## src/design/hts_dist.sv

```systemverilog
// ----------------------------------------------------------------------------
// hts_dist
// Registered Hamming distance stage: masked XOR and population count.
// ----------------------------------------------------------------------------
module hts_dist #(
  parameter int CODE_WIDTH = 64,
  parameter int IDX_W      = 10,
  parameter int DIST_W     = 7
) (
  input  logic                  clk_i,
  input  logic                  rst_ni,
  input  logic                  vld_i,
  input  logic [IDX_W-1:0]      idx_i,
  input  logic [CODE_WIDTH-1:0] data_i,
  input  logic [CODE_WIDTH-1:0] query_i,
  input  logic [CODE_WIDTH-1:0] mask_i,
  output logic                  vld_o,
  output logic [IDX_W-1:0]      idx_o,
  output logic [DIST_W-1:0]     dist_o
);

  localparam int NBYTE = (CODE_WIDTH + 7) / 8;
  localparam int PAD_W = NBYTE * 8;

  logic [PAD_W-1:0]  diff;
  logic [3:0]        byte_cnt [NBYTE];
  logic [DIST_W-1:0] sum;
  logic              vld_q;
  logic [IDX_W-1:0]  idx_q;
  logic [DIST_W-1:0] dist_q;

  assign diff = PAD_W'((data_i ^ query_i) & mask_i);

  always_comb begin
    for (int b = 0; b < NBYTE; b++) begin
      byte_cnt[b] = 4'd0;
      for (int i = 0; i < 8; i++) begin
        byte_cnt[b] = byte_cnt[b] + 4'(diff[b*8+i]);
      end
    end
  end

  always_comb begin
    sum = '0;
    for (int b = 0; b < NBYTE; b++) begin
      sum = sum + DIST_W'(byte_cnt[b]);
    end
  end

  always_ff @(posedge clk_i or negedge rst_ni) begin
    if (!rst_ni) begin
      vld_q <= 1'b0;
    end else begin
      vld_q <= vld_i;
    end
  end

  always_ff @(posedge clk_i) begin
    idx_q  <= idx_i;
    dist_q <= sum;
  end

  assign vld_o  = vld_q;
  assign idx_o  = idx_q;
  assign dist_o = dist_q;

endmodule

```

## config.mk

```make
export PLATFORM = sky130hd
export DESIGN_NAME = hts_dist
export DESIGN_NICKNAME = d
export VERILOG_FILES = /design/src/design/hts_dist.sv
export SDC_FILE = /design/constraint.sdc
export NUM_CORES = 1
export LEC_CHECK = 0
export ABC_AREA = 1
export BUFFER_PORTS_ARGS = -buffer_cell sky130_fd_sc_hd__clkbuf_2
export CORE_MARGIN = 4
export CORE_UTILIZATION = 34
export CTS_CLUSTER_SIZE = 14
export DETAILED_ROUTE_END_ITERATION = 10
export PLACE_DENSITY = 0.72
export SKIP_LAST_GASP = 1
export SYNTH_ARGS = -nofsm -noshare
export SYNTH_HDL_FRONTEND = slang
export SYNTH_SLANG_ARGS = --single-unit
```

## constraint.sdc

```tcl
create_clock -name clk_i -period 1.35 [get_ports clk_i]
set_clock_uncertainty 0.1 [all_clocks]
set_input_delay 0.27 -clock clk_i [delete_from_list [all_inputs] [get_ports clk_i]]
set_output_delay 0.27 -clock clk_i [all_outputs]
set_load 0.02 [all_outputs]
```

==> metrics.txt, run 1 <==
status=finished with violations; failing checks=setup timing; Area growth, synth to finish=52.7%; critical path arrival=5500 ps; max_slew headroom=81.7%; achievable clock frequency=183 MHz; layout cells sized above 1=48.0%; Final GP Congestion=0.812; Final Max Slew Viols=0; Setup crit end kind=flip-flop; first-pass GRT wire length=11600 um; post-layout min period=5470 ps; # diodes=0; vias in the first global route=2935; Syn Area/Cell=9.04 sq um; Max VDD drop=3.42 mV; # DRC=0; slowest cell delay on critical path=580 ps; Min Hold Slack=23.9 ps; routed wire length=6960 um; die span in x=97.6 um; PD cells=3650 mW/mm^2; vias after detailed routing=2718; setup tns final=-27660 ps; period utilization=405%; Startpoint Class=input pin; Syn Inst Count=302; number of DRC markers in iteration 0=29; DIE AREA=0.00953 sq mm; synthesized cell area=0.00273 sq mm; Tot GR Track Use=14.1%; vias per cell=4.27; Max Cap Viol=0; worst slew pin tran=274 ps; Leakage=2.40 nW; HPWL after detailed placement=6880 um; Overflow after GRT=0; register bit total from synthesis=18; initial antenna violation count=0; Core Util, Final=53.7%; I/O Pins=223; CP dominant cell by count=fa_2; RSZ-0062 raised after global routing=true; Tightest Hold Check Type=input pin to flip-flop; CTS Sinks=18; core area=0.00777 sq mm; Yosys cell types=15; pin count of the biggest net entering global routing=11; DR pass1 iterations=4; CTS tree=done; CP max stage cell=fa_2; Final Hold Viols=0; nets=810; Net Count, Synth=576; Die Y=97.6 um; post-synthesis sequential area ratio=13.4%; Root Buffer=clkbuf_8; final setup violation count=7; clock tree buffer depth=2; CTS buffer count=3; Yosys warnings=0; crit-path max FO=2; pre-CTS setup slack=-4440 ps; DR WL/cell=10.9 um; port bufs=222; CTS H-tree lvls=1; Worst EP required=1390 ps; Initial Utilization=35.2%; WS Path Type=input pin to flip-flop; cells along the critical path=buf_6 > xor2_1 > nand2_1 > fa_1 > inv_2 > fa_1 > inv_2 > fa_2 > fa_2 > fa_2 > fa_1 > fa_2 > fa_1 > inv_2 > ha_4 > fa_2 > nand3_2 > nand2_2 > xor2_1; setup ws final=-4120 ps; row count=32; antenna-violating nets left=0; clock-pin slew on the worst setup and hold paths=60 ps
==> registers in the layout, indices dropped and copies added (netlist names) <==
| name | cells |
|---|---|
| idx_o | 10 |
| dist_o | 7 |
| vld_o | 1 |
==> cell usage in the layout, fill, tap and decap left out, types with 2 or more instances in the layout <==
cell,count
fa_1,47
clkbuf_8,4
nand3_2,4
clkbuf_2,220
inv_1,43
a21oi_1,14
a21oi_2,2
ha_1,12
nor2_1,17
dfxtp_1,17
inv_2,6
nand2_1,65
o21ai_1,13
buf_6,2
xor2_1,47
buf_4,6
ha_4,3
fa_2,7
nand2_2,3
==> Yosys cell counts <==
cell,n,area [sq um]
dfxtp_1,17,340
nand3_2,1,10.0
nand2_2,1,6.26
a21oi_2,1,8.76
ha_1,15,188
nand2_1,67,251
o21ai_1,13,65.1
dfrtp_1,1,25.0
nor2_1,17,63.8
nand3_1,3,15.0
xor2_1,47,412
inv_1,49,184
a21oi_1,15,75.1
nand4_1,1,6.26
fa_1,54,1080
==> repair_timing <==
item,4_1_cts,5_1_grt
hold buffers,1,0
endpoints found under the hold margin,1,0
buffers inserted,0,2
setup endpoints to repair,7,7
gates resized for setup,7,9
pin swaps,14,11
==> report_power, final <==
group / internal [mW] / total, mW / switching, mW
Combinational: 6.62 / 14.0 / 7.36
Clock: 0.258 / 0.415 / 0.157
Sequential: 0.798 / 0.820 / 0.0221
==> routing by layer <==
layer / share of wire, % / global-route usage (%) / vias up
li1: - / - / 1372
met1: 34 / 15.8 / 1211
met2: 55 / 27.8 / 135
met4: 0 / 1.49 / 0
met5: 0 / 0 / -
met3: 11 / 3.16 / 0
==> final timing paths <==
check | from | slack (ps) | cells after the start | end
worst min-delay path | idx_i[4] | 20 | 1 | idx_o[4]
max in group asynchronous | rst_ni | 820 | 2 | vld_o
worst max-delay path | query_i[15] | -4120 | 19 | dist_o[4]
min in group asynchronous | rst_ni | 250 | 2 | vld_o
==> area by class of cell <==
type	count	area (sq um)
clock buffer	4	55.1
tap	102	128
sequential	18	365
multi-input combinational	235	2260
fill	740	3600
timing repair buffer	229	1180
inverter	49	184
==> cell families after synthesis <==
group | synth area share [%]
flops | 13.4
xor+xnor | 15.1
simple gates | 12.9
buf+inv | 6.73
fa+ha+maj | 46.4
compound gates | 5.45
==> worst max-delay path, delay by kind of cell <==
kind          cells  cell delay [ps]
fa+ha+maj        10             4510
simple gates      3              230
buf+inv           4              230
xor+xnor          2              260
==> stage by stage <==
| stage | cells | area, sq um | power, mW |
|---|---|---|---|
| global route | 637 | 4170 | 16.6 |
| detailed placement | 631 | 4050 | 13.9 |
| CTS | 636 | 4130 | 14.8 |
| floorplan | 302 | 2770 | 11.1 |
| global placement | 631 | 4050 | 13.4 |
| finish | 637 | 4170 | 15.2 |
Note: power is estimated with default switching activity, not from simulation.
==> run 2: changes to the inputs <==
--- a/config.mk
+++ b/config.mk
@@ -5,13 +5,12 @@
 export SDC_FILE = /design/constraint.sdc
 export NUM_CORES = 1
 export LEC_CHECK = 0
-export ABC_AREA = 1
 export BUFFER_PORTS_ARGS = -buffer_cell sky130_fd_sc_hd__clkbuf_2
 export CORE_MARGIN = 4
-export CORE_UTILIZATION = 34
+export CORE_UTILIZATION = 33
 export CTS_CLUSTER_SIZE = 14
 export DETAILED_ROUTE_END_ITERATION = 10
-export PLACE_DENSITY = 0.72
+export PLACE_DENSITY = 0.69
 export SKIP_LAST_GASP = 1
 export SYNTH_ARGS = -nofsm -noshare
 export SYNTH_HDL_FRONTEND = slang
==> run 2 against run 1 <==
The flow still finishes with violations (setup timing). Fmax fell by 6.1%. Largest cell class unchanged. Cell count shrank 2.2%. Highest routed layer is now met4. Sequential cell count did not move. Synthesized cell count shrank 7.0%. Global-route usage up 0.099 points. Final area grew 3.6%. Sequential share of layout area shrank 0.30 points.
==> metrics.txt, run 2 <==
DR pass1 iterations=5 (was 4); most frequent cells in the layout=clkbuf_2 (219), xor2_1 (65), fa_1 (46) (was clkbuf_2 (220), nand2_1 (65), xor2_1 (47), fa_1 (47), inv_1 (43)); Syn Area/Cell=9.97 sq um (was 9.04 sq um); # DRC=0 (unchanged); layout cells sized above 1=51.5% (was 48.0%); Hold Path Depth=1 (unchanged); number of DRC markers in iteration 0=14 (was 29); routed wire length=7130 um (was 6960 um); vias in the first global route=2842 (was 2935); HPWL after detailed placement=7010 um (was 6880 um); Final GP Congestion=0.787 (was 0.812); Yosys warnings=0 (unchanged); nets=793 (was 810); CTS buffer count=3 (unchanged); critical path arrival=5860 ps (was 5500 ps); CTS Sinks=18 (unchanged); Net Count, Synth=555 (was 576); clock-pin slew on the worst setup and hold paths=60 ps (about the same); DR WL/cell=11.4 um (was 10.9 um); antenna-violating nets left=0 (unchanged); Yosys top cell by area=fa_1 (unchanged); Die Y=100 um (was 97.6 um); core area=0.00822 sq mm (was 0.00777 sq mm); pin count of the biggest net entering global routing=11 (unchanged); top cells by area, synth=fa_1 (39%), xor2_1 (20%), dfxtp_1 (12%) (was fa_1 (40%), xor2_1 (15%), dfxtp_1 (12%)); Syn Inst Count=281 (was 302); WS Path Type=input pin to flip-flop (unchanged); commonest cells in the netlist=xor2_1 (65), fa_1 (54), inv_1 (47) (was nand2_1 (67), fa_1 (54), inv_1 (49)); max reg flops=10 (unchanged); port bufs=222 (unchanged); Root Buffer=clkbuf_8 (unchanged); Tot GR Track Use=14.2% (was 14.1%); failing checks=setup timing (unchanged); Initial Utilization=34.1% (was 35.2%); Area growth, synth to finish=54.3% (was 52.7%); I/O Pins=223 (unchanged); CTS tree=done (unchanged); first-pass GRT wire length=11700 um (was 11600 um); post-layout min period=5820 ps (was 5470 ps); CTS H-tree lvls=1 (unchanged); status=finished with violations (unchanged); Final Hold Viols=0 (unchanged); # diodes=0 (unchanged); Tightest Hold Check Type=input pin to flip-flop (unchanged); main flop type after synthesis=dfxtp_1 (unchanged); initial antenna violation count=0 (unchanged); Storage cell area=365 sq um (unchanged); RSZ-0062 raised after global routing=true (unchanged); setup ws final=-4470 ps (was -4120 ps); achievable clock frequency=172 MHz (was 183 MHz); worst slew pin tran=266 ps (was 274 ps); cell with the most instances after synthesis=xor2_1 (was nand2_1); Final Max Slew Viols=0 (unchanged); Max Cap Viol=0 (unchanged); Setup crit end kind=flip-flop (unchanged); FFs w/ async S/R, synth=5.56% (unchanged); period utilization=431% (was 405%); register bit total from synthesis=18 (unchanged); synthesized cell area=0.00280 sq mm (was 0.00273 sq mm); row count=33 (was 32); Overflow after GRT=0 (unchanged); top-area cell type share of the netlist area=38.6% (was 39.6%); # fillers=777 (was 740); vias after detailed routing=2583 (was 2718); post-synthesis sequential area ratio=13.0% (was 13.4%); Yosys cell types=22 (was 15); Startpoint Class=input pin (unchanged); Core Util, Final=52.6% (was 53.7%); die span in x=100 um (was 97.6 um); commonest non-fill, non-tap cell in the layout=clkbuf_2 (unchanged); area occupied by multi-input gates=0.00237 sq mm (was 0.00226 sq mm); max_slew headroom=82.1% (was 81.7%); number of flops mapped to enable cells by yosys=0 (unchanged); final setup violation count=7 (unchanged); vias per cell=4.15 (was 4.27); DIE AREA=0.0100 sq mm (was 0.00953 sq mm); crit-path max FO=2 (unchanged); clock tree buffer depth=2 (unchanged); Worst EP required=1390 ps (about the same)
-- run 2: timing repair --
action | 4_1_cts | 5_1_grt
gates cloned | 0 | 0
hold endpoints to repair | 1 | 0
setup buffers | 1 | 0
hold buffers | 1 | 0
gates resized for setup | 12 | 21
endpoints found under the setup margin | 7 | 7
pin swaps | 22 | 39
-- run 2: critical path, cell delays in order --
cell and delay (ps):
buf_6 90, xor2_1 150, nand2_1 90, fa_1 550
inv_2 40, fa_1 480, inv_2 50, fa_2 580
fa_2 450, fa_2 590, fa_1 420, fa_1 460
fa_1 500, inv_2 50, ha_4 160, fa_2 390
buf_4 140, a21o_1 150, a211oi_2 190, a21oi_2 50
-- run 2: final timing paths --
| check | start | endpoint |
|---|---|---|
| min | idx_i[5] | idx_o[5] |
| max in group asynchronous | rst_ni | vld_o |
| max | data_i[11] | dist_o[4] |
| min in group asynchronous | rst_ni | vld_o |
-- run 2: through the flow --
step / hold WS (ps) / worst slack (ps) / TNS (ps) / std cells / cell area, sq um
6_report: 21.5 / -4470 / -29250 / 623 / 4320
3_5_place_dp: -54.4 / -4830 / -31230 / 617 / 4130
3_3_place_gp: -55.8 / -4720 / -30840 / 617 / 4130
4_1_cts: 11.7 / -4440 / -29140 / 623 / 4250
2_1_floorplan: -126 / -4450 / -29160 / 281 / 2820
5_1_grt: 3.37 / -4590 / -30220 / 623 / 4320
-- run 2: final cells by class --
type,instances,share of cell area (%)
Multi-Input combinational cell,216,54.9
Tap cell,105,3.04
Timing Repair Buffer,233,28.2
Inverter,47,4.08
Clock buffer,4,1.27
Sequential cell,18,8.46
-- run 2: logic make-up after synthesis --
kind of cell | Yosys count | synth area share (%)
flops | 18 | 13.0
xor+xnor | 66 | 20.6
simple gates | 67 | 11.1
buf+inv | 47 | 6.30
compound gates | 14 | 3.62
fa+ha+maj | 69 | 45.3
-- run 2: routing by layer --
metal	share of wire [%]	global-route usage [%]	up-vias
met3	9.6	2.64	4
met5	0	0	-
met4	0.76	1.45	0
li1	-	-	1307
met1	33	15.9	1147
met2	57	28.6	125
Power of run 2 is left out: the tool's default activity adds up to more than one toggle a clock period on the data nets, which glitch-free logic cannot reach.
