[config.mk]
export PLATFORM = sky130hd
export DESIGN_NAME = hts_cell
export DESIGN_NICKNAME = d
export VERILOG_FILES = /design/src/design/hts_cell.sv
export SDC_FILE = /design/constraint.sdc
export NUM_CORES = 1
export LEC_CHECK = 0
export BUFFER_PORTS_ARGS = -buffer_cell sky130_fd_sc_hd__buf_2
export CELL_PAD_IN_SITES_DETAIL_PLACEMENT = 0
export CELL_PAD_IN_SITES_GLOBAL_PLACEMENT = 1
export CORE_MARGIN = 4
export CORE_UTILIZATION = 30
export DETAILED_ROUTE_END_ITERATION = 16
export GPL_TIMING_DRIVEN = 1
export PLACE_DENSITY = 0.72
export SLEW_MARGIN = 20
export SYNTH_ARGS = -nofsm -noshare
export SYNTH_HDL_FRONTEND = slang
export SYNTH_SLANG_ARGS = --single-unit
export TNS_END_PERCENT = 5
[constraint.sdc]
create_clock -name clk_i -period 2.8 [get_ports clk_i]
set_input_delay 0.42 -clock clk_i [delete_from_list [all_inputs] [get_ports clk_i]]
set_output_delay 0.42 -clock clk_i [all_outputs]
set_load 0.005 [all_outputs]
[src/design/hts_cell.sv]
// ----------------------------------------------------------------------------
// hts_cell
// One slot of the sorted insertion chain: keep the better of held and
// incoming candidate, pass the other one to the next slot.
// ----------------------------------------------------------------------------
module hts_cell #(
  parameter int IDX_W  = 10,
  parameter int DIST_W = 7
) (
  input  logic              clk_i,
  input  logic              rst_ni,
  input  logic              clr_i,
  input  logic              in_vld_i,
  input  logic [IDX_W-1:0]  in_idx_i,
  input  logic [DIST_W-1:0] in_dist_i,
  output logic              hold_vld_o,
  output logic [IDX_W-1:0]  hold_idx_o,
  output logic [DIST_W-1:0] hold_dist_o,
  output logic              pass_vld_o,
  output logic [IDX_W-1:0]  pass_idx_o,
  output logic [DIST_W-1:0] pass_dist_o
);

  logic              hold_vld_q, pass_vld_q;
  logic [IDX_W-1:0]  hold_idx_q, pass_idx_q;
  logic [DIST_W-1:0] hold_dist_q, pass_dist_q;
  logic              better;

  assign better = in_vld_i && (!hold_vld_q || (in_dist_i < hold_dist_q) ||
                  ((in_dist_i == hold_dist_q) && (in_idx_i < hold_idx_q)));

  always_ff @(posedge clk_i or negedge rst_ni) begin
    if (!rst_ni) begin
      hold_vld_q <= 1'b0;
      pass_vld_q <= 1'b0;
    end else if (clr_i) begin
      hold_vld_q <= 1'b0;
      pass_vld_q <= 1'b0;
    end else if (better) begin
      hold_vld_q <= 1'b1;
      pass_vld_q <= hold_vld_q;
    end else begin
      pass_vld_q <= in_vld_i;
    end
  end

  always_ff @(posedge clk_i) begin
    if (better) begin
      hold_idx_q  <= in_idx_i;
      hold_dist_q <= in_dist_i;
      pass_idx_q  <= hold_idx_q;
      pass_dist_q <= hold_dist_q;
    end else begin
      pass_idx_q  <= in_idx_i;
      pass_dist_q <= in_dist_i;
    end
  end

  assign hold_vld_o  = hold_vld_q;
  assign hold_idx_o  = hold_idx_q;
  assign hold_dist_o = hold_dist_q;
  assign pass_vld_o  = pass_vld_q;
  assign pass_idx_o  = pass_idx_q;
  assign pass_dist_o = pass_dist_q;

endmodule

==> results of run 1 <==
-- power by group through the flow --
stage               clock network [uW]  logic, uW  registers, uW
floorplan                            0        126            646
CTS                                484        241            631
global route                       501        269            637
detailed placement                   0        239            642
finish                             464        235            630
global placement                     0        235            642
-- sequential cells by signal, summed over array words and instances, names as in the netlist --
signal / cells
hold_vld_o: 1
pass_idx_o: 10
pass_dist_o: 7
pass_vld_o: 1
hold_idx_o: 10
hold_dist_o: 7
-- cell type report --
type / instances / share of cell area (%)
multi-input cells: 131 / 38.0
flip-flops and latches: 36 / 36.9
repair buffers: 64 / 14.0
well taps: 77 / 3.94
clock buffers: 5 / 2.82
inverters: 17 / 2.61
clock inverters: 3 / 1.74
-- kinds of logic (layout without fill, tap and decap cells) --
family          Yosys count  in the layout  share of synthesized area, %
fa+ha+maj                16             16                          10.1
flops                    36             36                          45.7
compound gates           47             47                          17.5
simple gates             68             68                          19.4
buf+inv                  29             89                          7.29
-- cell usage after synthesis (all sizes together), types with 3 or more instances --
library cell,n
nand2,19
o211ai,18
dfxtp,17
edfxtp,17
inv,17
nand4,17
a31oi,16
ha,16
nor2b,16
buf,10
nor2,5
a211oi,3
-- through the flow --
step | instances | hold slack (ns) | util (%) | instance area (um2)
2_1_floorplan | 196 | 0.124 | - | 1970
3_3_place_gp | 324 | 0.204 | 36.4 | 2320
3_5_place_dp | 324 | 0.208 | 36.4 | 2320
4_1_cts | 333 | 0.275 | 38.3 | 2440
5_1_grt | 333 | 0.279 | 38.3 | 2440
6_report | 333 | 0.283 | 38.3 | 2440
-- per-layer routing --
layer | vias to the layer above | part of all wire [%] | GRT usage [%]
li1 | 847 | - | -
met1 | 805 | 43 | 16.6
met2 | 43 | 50 | 23.3
met3 | 5 | 6.2 | 3.04
met4 | 0 | 1.1 | 4.74
met5 | - | 0 | 0
-- worst max-delay path: cells and delay by family (launching register included) --
kind,cells,cell delay (ns)
adders and majority gates,1,0.24
DFF,1,0.45
and+or+nand+nor,2,0.35
buffers and inverters,2,0.27
AOI/OAI and AO/OA,3,0.50
-- worst min path at each step --
| stage | cells after the start | endpoint | startpoint |
|---|---|---|---|
| after global routing | 2 | pass_vld_o | clr_i |
| after CTS | 2 | pass_vld_o | clr_i |
| after floorplan | 0 | hold_vld_o | rst_ni |
| after detailed placement | 1 | hold_vld_o | rst_ni |
| final | 2 | pass_vld_o | clr_i |
| after global placement | 1 | pass_vld_o | rst_ni |
==> reports/qor.txt, run 1 <==
outcome = completed
Top-Level Pins = 57
worst setup path startpoint = hold_idx_o[7]
Seq/Total Area, Yosys = 45.7%
row cnt = 29
Net Sw Frac = 26.6%
worst-margin pin slew = 0.647 ns
DR WL/cell = 15.4 um
Overall Global Routing Usage = 13.6%
commonest non-fill, non-tap cell in the layout = buf_2
Cell variety after synth = 37
RR Startpoint = hold_idx_o[7]
Max Root-Sink Buffers = 2
CP cell instances = inv_1, ha_1, a211oi_2, o211ai_2, or2_4, nor2_4, o21a_1, buf_4
Max Cap Viol = 0
Worst setup EP type = flip-flop
number of port buffers = 56
post-synthesis register bit count = 36
Min-Delay Path Class = in -> reg
combinational power share = 17.7%
Post-CTS Setup Bufs = 0
Reg2Reg Depth = 8
Nets = 292
Reg power frac = 47.4%
pwr/cell area = 544 nW/um2
Inserted Clock Buffers = 5
fin. max-slew vios = 0
critical path startpoint category = flip-flop
Critical-path top delay cell = edfxtp_1
Mapped Nets = 233
final wirelength = 5.14 mm
RSZ-0062 raised after global routing = no
hpwl dp = 3.73 mm
Post-synth top flop = edfxtp_1
crit-path max FO = 8
Post-synth EDFFs = 17
warnings from Yosys = 0
cell taking the most area after synthesis = edfxtp_1
largest net degree at the start of global routing = 32
WP data required = 2.80 ns
clk_lat worst skew = 0.29 ns
initial antenna violation count = 0
most frequent cells in the layout = buf_2 (56), nand2_1 (19)
Final ANT Viol Nets = 0
Worst EP arrival = 2.10 ns
First DRT Iteration DRCs = 61
share of post-route cells with drive strength above 1 = 30.1%
Multi-input gate area = 928 um2
CTS clock-pin slew for the worst setup and hold paths = 0.08 ns
Reg area = 901 um2
Period minus WS final = 2.11 ns
Slew headroom = 56.8%
max frequency = 0.475 GHz
DRC = 0
final setup fails = 0
reg2reg setup slack = 0.69 ns
Die Span X = 89.1 um
period utilisation layout = 75.2%
Antenna Cells = 0
share of the synthesized area in the top cell type = 25.9%
PnR worst setup slack = 0.694 ns
global-route wire length before repair = 8.16 mm
Mapped Avg Cell Area = 10.1 um2
last element of the critical path = hold_idx_o[2]
Crit path largest cell delay = 0.45 ns
clock sink total = 36
pre-CTS setup slack = 0.589 ns
total gr overflow = 0
Initial Util = 30.9%
setup TNS = 0 ns
DR vias/cell = 5.11
post-synthesis cell area = 1970 um2
die area = 7940 um2
Max IR drop VDD = 195 uV
Area contributors post-synth = edfxtp_1 (26%), dfxtp_1 (17%), ha_1 (10%), o211ai_1 (6.5%), nand4_1 (5.4%)
DR vias = 1700
Cells after Synth = 196
vias in the first global route = 1621
Pwr Total = 1330 uW
P&R area growth vs syn = 23.8%
clock share of power = 34.9%
Final Hold Fails = 0
CORE AREA = 6390 um2
root buf cell = clkbuf_8
post-CTS sizing = 0
asr flop ratio synth = 5.56%
Worst R2R End = hold_idx_o[2]
internal power = 976 uW
CTS H-Tree Depth = 2
Final GP Congestion = 0.782
Worst Clk Skew = 0.00776 ns
CTS tree = yes
Layout fillers = 673
CTS Hold Bufs = 1
Die Height = 89.1 um
kind of critical path = reg -> reg
sw power = 354 uW
static leakage = 0.00105 uW
Initial DRT Pass Iterations = 4
No activity file was read; power rests on OpenSTA's default activity.
==> run 2: changes to the inputs <==
- ABC_AREA: unset -> 1
- PLACE_DENSITY: 0.72 -> 0.78
- clock period: 2.8 -> 1.9 ns (I/O delays scaled with it)
==> run 2 against run 1 <==
Against the previous run: first-iteration DRC count decreased by 41%; register-to-register slack got worse by 0.60 ns; area after synthesis decreased by 16%; count of clock-buffer cells in the layout increased by 1; total power increased by 44%; clock power increased by 49%; combinational power increased by 32%; final area decreased by 9.5%; core utilization increased by 3.9 points; die area decreased by 15%; sequential power increased by 45%; wire length decreased by 28%; critical endpoint is now hold_idx_o[7]; largest cell class is now registers.
==> reports/qor.txt, run 2 <==
combinational power share = 16.3%
Worst EP arrival = 1.80 ns
hpwl dp = 2.82 mm
Seq/Total Area, Yosys = 54.3%
Max Cap Viol = 0
CORE AREA = 5240 um2
final wirelength = 3.70 mm
Worst setup EP type = flip-flop
Initial DRT Pass Iterations = 4
hold_ws = 0.153 ns
DRC = 0
commonest non-fill, non-tap cell in the layout = nand2_1
period utilisation layout = 95.1%
number of port buffers = 56
design area = 2210 um2
Mapped Avg Cell Area = 9.17 um2
RSZ-0062 raised after global routing = yes
Post-synth top flop = edfxtp_1
Die Height = 82.4 um
Worst Clk Skew = 0.00797 ns
reg2reg setup slack = 0.09 ns
Final ANT Viol Nets = 0
final core utilization = 42.2%
Overall Global Routing Usage = 11.8%
pwr/cell area = 865 nW/um2
warnings from Yosys = 0
synth cell count leaders = nand2_1 (61), inv_1 (31), nand3_1 (19)
vias in the first global route = 1314
Max Root-Sink Buffers = 2
Nets = 286
critical path startpoint category = flip-flop
Initial Util = 31.7%
CTS clock-pin slew for the worst setup and hold paths = 0.07 ns
final setup fails = 0
CTS tree = yes
Min-Delay Path Class = in -> reg
Final GP Congestion = 0.738
sw power = 464 uW
placed cell areas = 2060 um2
Slew headroom = 85.3%
initial antenna violation count = 0
internal power = 1450 uW
asr flop ratio synth = 5.56%
die area = 6780 um2
Post-synth EDFFs = 17
DR WL/cell = 11.6 um
Max IR drop VDD = 341 uV
clk_lat worst skew = 0.29 ns
global-route wire length before repair = 5.95 mm
Inserted Clock Buffers = 5
Reg power frac = 47.6%
First DRT Iteration DRCs = 36
largest net degree at the start of global routing = 19
share of the synthesized area in the top cell type = 30.8%
share of post-route cells with drive strength above 1 = 31.6%
outcome = completed
kind of critical path = reg -> reg
WP data required = 1.90 ns
DR vias = 1347
Area contributors post-synth = edfxtp_1 (31%), dfxtp_1 (21%), nand2_1 (14%), ha_1 (12%), inv_1 (7.0%)
post-synthesis cell area = 1660 um2
clock sink total = 36
root buf cell = clkbuf_8
worst-margin pin slew = 0.220 ns
Die Span X = 82.4 um
Period minus WS final = 1.81 ns
static leakage = 0.00118 uW
CTS H-Tree Depth = 2
count leader, synth = nand2_1
crit-path max FO = 14
Mapped Nets = 218
Top-Level Pins = 57
max frequency = 0.554 GHz
Cells after Synth = 181
Cell variety after synth = 18
P&R area growth vs syn = 33.3%
Antenna Cells = 0
DR vias/cell = 4.21
clock share of power = 36.1%
total gr overflow = 0
cell taking the most area after synthesis = edfxtp_1
post-synthesis register bit count = 36
Net Sw Frac = 24.3%
fin. max-slew vios = 0
Final Hold Fails = 0
row cnt = 26
most frequent cells in the layout = nand2_1 (61), buf_2 (56), inv_1 (30), nand3_1 (18)
==> run 2: worst paths after layout <==
| kind | endpoint | cells after the start | from |
|---|---|---|---|
| max in group asynchronous | pass_vld_o | 2 | rst_ni |
| worst max register to register | hold_idx_o[7] | 12 | hold_idx_o[9] |
| worst min register to register | pass_idx_o[3] | 2 | hold_idx_o[3] |
| worst max-delay path | hold_idx_o[7] | 12 | hold_idx_o[9] |
| worst min-delay path | hold_vld_o | 2 | clr_i |
| min in group asynchronous | hold_vld_o | 2 | rst_ni |
==> run 2: cells by family (layout without fill, tap and decap cells) <==
kind of cell	after synthesis	count (layout)	synth area share [%]
adders and majority gates	16	16	12.1
AOI/OAI and AO/OA	5	5	1.73
DFF	36	36	54.3
buffers and inverters	35	104	8.67
and+or+nand+nor	89	89	23.2
==> run 2: repair_timing <==
action,in CTS,in global routing
endpoints found under the hold margin,2,0
setup endpoints to repair,0,33
buffers inserted,0,2
hold buffers,1,0
resized for setup,0,2
==> run 2: cell type report <==
class | instances | area, um2
multi-input combinational | 110 | 619
fill | 524 | 3030
inverter | 31 | 120
tap | 70 | 87.6
clock buffer | 6 | 82.6
clock inverter | 2 | 33.8
timing repair buffer | 65 | 367
sequential | 36 | 901
==> run 2: routing by layer <==
| metal | share of wire (%) | vias to the layer above | wire (um) | GRT usage (%) |
|---|---|---|---|---|
| li1 | - | 705 | - | - |
| met1 | 44 | 596 | 1630 | 14.2 |
| met2 | 47 | 41 | 1740 | 19.4 |
| met3 | 7.1 | 5 | 264 | 2.93 |
| met4 | 1.9 | 0 | 72 | 6.48 |
| met5 | 0 | - | 0 | 0 |
==> run 2: power groups by stage <==
stage	logic (uW)	clock network (uW)	registers [uW]
2_1_floorplan	151	0	938
3_3_place_gp	306	0	928
3_5_place_dp	312	0	928
4_1_cts	315	719	911
5_1_grt	362	745	918
6_report	311	692	911
==> run 2: critical path: stages, from the launching register on <==
cell and delay (ns):
edfxtp_1 0.43, inv_1 0.08, ha_1 0.23, nand2_1 0.09
inv_1 0.04, nand2_1 0.07, nand2_1 0.06, nor2_2 0.08
nand3_2 0.08, nand2_4 0.08, nand2_4 0.05, clkinvlp_4 0.08
buf_12 0.14
==> run 2: stage by stage <==
step                TNS [ns]  worst slack (ns)  total power, uW  cells
floorplan              -1.56           -0.0917             1090    181
global placement           0            0.0797             1230    309
detailed placement         0            0.0488             1240    309
CTS                        0            0.0351             1950    318
global route          -0.461           -0.0321             2030    320
finish                     0            0.0934             1910    320
